$ cat src/hdl/bounded_deque_with_erase_top_macros.svh
// Assertion macros shared by the deque controller and datapath.
`ifndef BOUNDED_DEQUE_WITH_ERASE_TOP_MACROS_SVH
`define BOUNDED_DEQUE_WITH_ERASE_TOP_MACROS_SVH

// Check a condition at every clock edge outside reset.
`define BDQ_ASSERT(lbl, cond, msg) \
	lbl: assert property (@(posedge clk) disable iff (!arst_n) (cond)) else $error(msg);

// Check that a condition holds in the cycle after a trigger.
`define BDQ_ASSERT_NEXT(lbl, trig, cond, msg) \
	lbl: assert property (@(posedge clk) disable iff (!arst_n) (trig) |=> (cond)) \
		else $error(msg);

// Check that a condition holds in the same cycle as a trigger.
`define BDQ_ASSERT_SAME(lbl, trig, cond, msg) \
	lbl: assert property (@(posedge clk) disable iff (!arst_n) (trig) |-> (cond)) \
		else $error(msg);

`endif

$ cat src/hdl/bdq_pkg.sv
// Package with types, constants and command structs of the bounded deque.
package bdq_pkg;

	localparam int DEPTH_DEF  = 256;
	localparam int DATA_W_DEF = 32;

	localparam int MODE_W   = 3;
	localparam int VALUE_W  = 32;
	localparam int POS_W    = 9;
	localparam int STATUS_W = 2;
	localparam int CNT_W    = 9;

	typedef enum logic [MODE_W-1:0] {
		MODE_PUSH_FRONT = 3'd0,
		MODE_PUSH_BACK  = 3'd1,
		MODE_POP_FRONT  = 3'd2,
		MODE_POP_BACK   = 3'd3,
		MODE_ERASE      = 3'd4,
		MODE_COUNT      = 3'd5
	} mode_t;

	typedef enum logic [STATUS_W-1:0] {
		ST_OK      = 2'd0,
		ST_EMPTY   = 2'd1,
		ST_BAD_POS = 2'd2,
		ST_FULL    = 2'd3
	} status_t;

	typedef enum logic [1:0] {
		RD_FRONT = 2'd0,
		RD_BACK  = 2'd1,
		RD_K     = 2'd2,
		RD_KNEXT = 2'd3
	} rd_sel_t;

	typedef enum logic [3:0] {
		S_IDLE,
		S_DISPATCH,
		S_POP_WAIT,
		S_ERASE_RD,
		S_ERASE_WR,
		S_COUNT,
		S_RD_FRONT,
		S_RD_BACK,
		S_BACK_CAP,
		S_DONE
	} state_t;

	// Commands from the controller to the datapath.
	typedef struct packed {
		logic    load;
		logic    set_status;
		status_t status_code;
		logic    ins_front;
		logic    ins_back;
		logic    take_front;
		logic    take_back;
		logic    drop_front;
		logic    dec_count;
		logic    k_from_pos;
		logic    k_clear;
		logic    erase_wr;
		logic    count_rd;
		logic    rd_en;
		rd_sel_t rd_sel;
		logic    cap_popped;
		logic    cap_front;
		logic    cap_back;
		logic    clr_ends;
	} cmd_t;

	// Status from the datapath to the controller.
	typedef struct packed {
		mode_t mode;
		logic  empty;
		logic  full;
		logic  pos_front;
		logic  pos_beyond;
		logic  erase_more;
		logic  count_more;
	} stat_t;

endpackage

$ cat src/hdl/bdq_ctrl.sv
// Controller state machine of the bounded deque.
`include "bounded_deque_with_erase_top_macros.svh"

module bdq_ctrl (
	input  logic           clk,
	input  logic           arst_n,
	input  logic           start,
	output logic           busy,
	output logic           done,
	input  bdq_pkg::stat_t stat,
	output bdq_pkg::cmd_t  cmd
);
	import bdq_pkg::*;

	state_t state_q;
	state_t state_d;
	logic   accept;

	always_ff @(posedge clk or negedge arst_n) begin
		if (!arst_n) begin
			state_q <= S_IDLE;
		end else begin
			state_q <= state_d;
		end
	end

	always_comb begin
		state_d = state_q;
		cmd     = '0;
		busy    = 1'b1;
		done    = 1'b0;
		accept  = 1'b0;
		unique case (state_q)
			S_IDLE, S_DONE: begin
				busy   = 1'b0;
				done   = (state_q == S_DONE);
				accept = start;
				if (start) begin
					cmd.load = 1'b1;
					state_d  = S_DISPATCH;
				end else begin
					state_d  = S_IDLE;
				end
			end
			S_DISPATCH: begin
				state_d = S_RD_FRONT;
				unique case (stat.mode)
					MODE_PUSH_FRONT, MODE_PUSH_BACK: begin
						if (stat.full) begin
							cmd.set_status  = 1'b1;
							cmd.status_code = ST_FULL;
						end else if (stat.mode == MODE_PUSH_FRONT) begin
							cmd.ins_front = 1'b1;
						end else begin
							cmd.ins_back = 1'b1;
						end
					end
					MODE_POP_FRONT, MODE_POP_BACK: begin
						if (stat.empty) begin
							cmd.set_status  = 1'b1;
							cmd.status_code = ST_EMPTY;
						end else begin
							cmd.rd_en = 1'b1;
							if (stat.mode == MODE_POP_FRONT) begin
								cmd.take_front = 1'b1;
								cmd.rd_sel     = RD_FRONT;
							end else begin
								cmd.take_back = 1'b1;
								cmd.rd_sel    = RD_BACK;
							end
							state_d = S_POP_WAIT;
						end
					end
					MODE_ERASE: begin
						if (stat.empty) begin
							cmd.set_status  = 1'b1;
							cmd.status_code = ST_EMPTY;
						end else if (stat.pos_front) begin
							cmd.drop_front = 1'b1;
						end else if (stat.pos_beyond) begin
							cmd.set_status  = 1'b1;
							cmd.status_code = ST_BAD_POS;
						end else begin
							cmd.k_from_pos = 1'b1;
							state_d        = S_ERASE_RD;
						end
					end
					MODE_COUNT: begin
						cmd.k_clear = 1'b1;
						state_d     = S_COUNT;
					end
					default: begin
						state_d = S_RD_FRONT;
					end
				endcase
			end
			S_POP_WAIT: begin
				cmd.cap_popped = 1'b1;
				state_d        = S_RD_FRONT;
			end
			S_ERASE_RD: begin
				if (stat.erase_more) begin
					cmd.rd_en  = 1'b1;
					cmd.rd_sel = RD_KNEXT;
					state_d    = S_ERASE_WR;
				end else begin
					cmd.dec_count = 1'b1;
					state_d       = S_RD_FRONT;
				end
			end
			S_ERASE_WR: begin
				cmd.erase_wr = 1'b1;
				state_d      = S_ERASE_RD;
			end
			S_COUNT: begin
				if (stat.count_more) begin
					cmd.count_rd = 1'b1;
					cmd.rd_en    = 1'b1;
					cmd.rd_sel   = RD_K;
				end else begin
					state_d = S_RD_FRONT;
				end
			end
			S_RD_FRONT: begin
				if (stat.empty) begin
					cmd.clr_ends = 1'b1;
					state_d      = S_DONE;
				end else begin
					cmd.rd_en  = 1'b1;
					cmd.rd_sel = RD_FRONT;
					state_d    = S_RD_BACK;
				end
			end
			S_RD_BACK: begin
				cmd.cap_front = 1'b1;
				cmd.rd_en     = 1'b1;
				cmd.rd_sel    = RD_BACK;
				state_d       = S_BACK_CAP;
			end
			S_BACK_CAP: begin
				cmd.cap_back = 1'b1;
				state_d      = S_DONE;
			end
			default: begin
				state_d = S_IDLE;
			end
		endcase
	end

	`BDQ_ASSERT_NEXT(a_done_single, done, !done, "result strobe lasted more than one cycle")
	`BDQ_ASSERT_NEXT(a_accept_busy, accept, busy && !done, "accepted beat did not start work")
	`BDQ_ASSERT_SAME(a_done_ready, done, !busy, "result strobe while busy")

endmodule

$ cat config.mk
export PLATFORM = sky130hd
export DESIGN_NAME = bdq_ctrl
export DESIGN_NICKNAME = d
export VERILOG_FILES = /design/src/hdl/bdq_pkg.sv /design/src/hdl/bdq_ctrl.sv
export VERILOG_INCLUDE_DIRS = /design/src /design/src/hdl
export SDC_FILE = /design/constraint.sdc
export NUM_CORES = 1
export LEC_CHECK = 0
export BUFFER_PORTS_ARGS = -buffer_cell sky130_fd_sc_hd__buf_2
export CAP_MARGIN = 20
export CORE_MARGIN = 3
export CORE_UTILIZATION = 46
export CTS_CLUSTER_SIZE = 40
export DETAILED_ROUTE_END_ITERATION = 7
export HOLD_SLACK_MARGIN = 0.1
export MAX_ROUTING_LAYER = met4
export PLACE_DENSITY = 0.83
export SLEW_MARGIN = 20
export SYNTH_ARGS = -nofsm -noshare
export SYNTH_HDL_FRONTEND = slang
export SYNTH_SLANG_ARGS = --single-unit
$ cat constraint.sdc
create_clock -name clk -period 3.62 [get_ports clk]
set_input_delay 0.724 -clock clk [delete_from_list [all_inputs] [get_ports clk]]
set_output_delay 0.724 -clock clk [all_outputs]
set_load 0.01 [all_outputs]
### Word-level counts from Yosys, hierarchy flattened

Index checks and enable logic that the tools add are counted.

* bits of input ports: 12
* output and inout bits: 23
* register bits: 4

* equal/unequal tests: 15
* muxes and demuxes: 54
* reduce and logical (&&, ||, !) cells: 5

Operator list (count)
* 4-bit case mux with 9 select lines: 1
* 3-bit 2-to-1 mux: 11
* 1-bit 2-to-1 mux: 27
* 4-bit 2-to-1 mux: 5
* 4-bit by 3-bit == test with 1-bit output, second input constant: 4
* 3-bit case mux with 5 select lines: 1
* 2-bit 2-to-1 mux: 6
* 4-bit case mux with 3 select lines: 1
* 3-bit case mux with 3 select lines: 1
* 4-bit by 2-bit == test with 1-bit output, second input constant: 2
* 4-bit == test, second input constant: 2
* 8-bit 2-to-1 mux: 1
* 3-bit by 2-bit == test with 1-bit output, second input constant: 2
* 3-bit == test, second input constant: 2
* 2-bit OR reduction: 3
* 4-bit by 1-bit == test with 1-bit output, second input constant: 1
* 4-bit zero test: 1
* 3-bit by 1-bit == test with 1-bit output, second input constant: 1
* 3-bit zero test: 1
* 2-bit != test, second input constant: 1

### Longest topological paths before layout

* depth after elaboration: 5
* depth in mapped cells: 6
* depth with buffers taken out: 5

### Worst setup path after synthesis

OpenSTA, ideal clock, no wires.

* path kind: register to output
* start: register state_q[3]
* end: output port cmd[12] (netlist bit)
* stages on the path, launching flop included: 6
* arrival time: 1923 ps
* slack: 973 ps
* buffers on the path: 2
* required time: 2896 ps
* cells stage by stage: dfrtp_1 -> buf_6 -> or4b_4 -> buf_6 -> or2_2 -> nor4b_1

RTL lines
* from (decl): RTL line bdq_ctrl.sv:15 `state_t state_q;`
* from (signal assigned): RTL line bdq_ctrl.sv:23 `state_q <= state_d;`
* to (decl): RTL line bdq_ctrl.sv:11 `output bdq_pkg::cmd_t cmd`

==> impl_metrics.csv <==
group,metric,value,unit
run_status,run_status,"completed",
power_and_ir_drop,finalPower,0.5010,mW
floorplan,die_area,1810,um^2
final_layout,final_common_cell,"buf_2",
clock_tree,cts_resized,0,
power_and_ir_drop,swShare,52.08,%
critical_path,rrSetupSlack,2.04,ns
power_and_ir_drop,cellLeakagePower,0.4121,nW
critical_path,start_kind,"flop",
power_and_ir_drop,p_seq_share,28.2,%
final_layout,largest_register,"state_q",
drt,wirelength,1700,um
final_layout,diodes,0,
synthesis,synth_seq_area_share,16.29,%
clock_tree,cts_max_level,1,
final_layout,finish.utilization,67.09,%
final_layout,drive_gt1_share,34.15,%
clock_tree,cts_buffer_depth,2,
clock_tree,postCtsSetupBuffers,0,
power_and_ir_drop,p_switching,0.2609,mW
final_layout,largest_registers,"state_q (4)",
global_route,antenna_found_initial,0,
critical_path,path_class,"reg -> out",
synthesis,synthTopCellsByArea,"dfrtp_1 (16%), nor2_1 (8.6%), nor3_1 (5.7%), nand2_1 (5.5%), a21oi_1 (4.9%)",
global_route,grt_pass1_wl,2642,um
critical_path,r2r_cells,4,
power_and_ir_drop,max-vdd-ir-drop,501.9,uV
drt,vias,782,
clock_tree,cts_root_buf,"clkbuf_4",
global_route,grt_max_degree,16,
drt,wl_per_cell,12.41,um
global_route,grt_overflow,0,
critical_path,r2r_end,"state_q[0]",
critical_path,r2r_start,"state_q[2]",
synthesis,synth_area,614.3,um^2
floorplan,die_h,42.55,um
synthesis,yosys.area_share.xor_xnor,0,%
floorplan,rows,12,
synthesis,synth_edf_count,0,
worst_hold_path,hp-class,"in -> async",
clock_tree,path_clk_slew,0.04,ns
timing,grt_setup_unrepaired,"no",
synthesis,ys_seq_elements,4,
synthesis,synthDistinctLibCells,37,
synthesis,synth_compound_area_share,26.07,%
timing,setup_viol,0,
timing,skew,0.004851,ns
power_and_ir_drop,clkPwrFrac,11.1,%
clock_tree,worstSkewPairLatency,0.24,ns
synthesis,synth_fa_ha_area_share,4.073,%
floorplan,io_pins,35,
place,routabilityCongestion,0.8172,
clock_tree,cts_sinks,4,
timing,holdWs,0.2797,ns
floorplan,coreArea,1171,um^2
synthesis,ys.flop_type,"dfrtp_1",
synthesis,avgSynthCellArea,6.678,um^2
final_layout,syn2layout_area_growth,27.90,%
drt,first_iter_violations,31,
synthesis,synthArstFlopShare,100.0,%
timing,report.final.slew_viol_count,0,
timing,tightest_slew,0.5022,ns
synthesis,syn_inst,92,
critical_path,arrival,2.19,ns
clock_tree,hold_buffers,0,
critical_path,required,2.90,ns
clock_tree,cts_tree,"done",
synthesis,synth.top_cell.area_share,16.29,%
timing,period_share,80.38,%
timing,fmax,343.7,MHz
floorplan,initial_utilization,52.46,%
synthesis,synthSimpleGateAreaFrac,44.20,%
power_and_ir_drop,internal_power,0.2400,mW
drt,drc,0,
synthesis,synth_top_area_cell,"dfrtp_1",
final_layout,final_cell_mix,"buf_2 (34), nor2_1 (14), nand2_1 (9), nor3_1 (7), a21oi_1 (6)",
global_route,grt.total_usage,19.05,%
final_layout,nets,139,
synthesis,synth_top_family_by_area,"simple AND/OR/NAND/NOR gates",
drt,drt_pass1_iterations,4,
power_and_ir_drop,combPwrFrac,60.7,%
run,maxCapViolations,0,
synthesis,synth.area.mux_share,0,%
place,place_hpwl,1314,um
timing,hold_viol,0,
floorplan,die_w,42.55,um
drt,postRouteAntennaNets,0,
timing,setup_tns,0,ns
critical_path,critPathMaxFanout,14,
timing,slew_headroom,66.44,%
power_and_ir_drop,power_density,637.6,nW/um^2
drt,vias_per_cell,5.708,
clock_tree,cts_buffers,3,
synthesis,synth_fp_nets,106,
final_layout,largest_reg_flops,4,
place,io_buffers,34,
synthesis,yosysWarnings,0,
timing,finalCriticalPeriod,2.910,ns
global_route,grt_pass1_vias,584,
critical_path,endpoint_kind,"output port",
[worst max-delay path, stage by stage, from the launching register on]
cell      delay (ns)
dfrtp_1         0.51
or4b_4          0.64
or3b_4          0.42
a21oi_2         0.13
o21bai_1        0.11
buf_2           0.14
[through the flow]
stage	instance area, um^2	cells	setup slack, ns
after floorplan	614.3	92	0.9728
after global placement	763.2	134	0.9980
after detailed placement	763.2	134	0.9559
after CTS	785.8	137	0.7180
after global routing	785.8	137	0.5673
final	785.8	137	0.7101
[layout make-up]
cell class                      instances  area (um^2)
Clock buffer                            3        22.52
Timing Repair Buffer                   34        170.2
Sequential cell                         4        100.1
Multi-Input combinational cell         77        456.7
Tap cell                               14        17.52
Fill cell                             120        385.4
Inverter                                5        18.77
[cell usage after synthesis, types with 2 or more instances]
cell type	instances
a21oi_1	6
buf_6	2
clkbuf_1	3
dfrtp_1	4
ha_1	2
inv_1	5
nand2_1	9
nand2b_1	3
nand3_1	4
nor2_1	14
nor3_1	7
nor4_1	2
nor4b_1	2
o21ai_0	4
o221ai_1	2
o22ai_1	2
[power by group through the flow]
stage          clock network [mW]  logic, mW  registers [mW]
3_5_place_dp                    0      0.304           0.140
5_1_grt                    0.0613      0.337           0.150
4_1_cts                    0.0576      0.305           0.139
2_1_floorplan                   0      0.281          0.0873
3_3_place_gp                    0      0.301           0.138
6_report                   0.0556      0.304           0.141
[how the worst max path moves through the flow]
stage | from | to | slack [ns] | cells past startpoint
6_report | state_q[2] | cmd[4] | 0.71 | 5
5_1_grt | state_q[0] | cmd[4] | 0.57 | 5
4_1_cts | state_q[2] | cmd[4] | 0.72 | 5
3_5_place_dp | stat[8] | cmd[4] | 0.96 | 7
3_3_place_gp | state_q[0] | cmd[4] | 1.0 | 5
2_1_floorplan | state_q[3] | cmd[12] | 0.97 | 5
[metal layers]
metal  global-route usage (%)  wire length [um]
met1                    25.64               737
met2                    28.27               864
met3                    3.004                82
met4                    7.453                16
met5                        -                 0
[cells by family (layout without fill, tap and decap cells)]
group                      after synthesis  in the layout
AOI/OAI and AO/OA                       24             24
and+or+nand+nor                         51             51
DFF                                      4              4
adders and majority gates                2              2
buffers and inverters                   11             42
(Power assumes the default switching activity.)
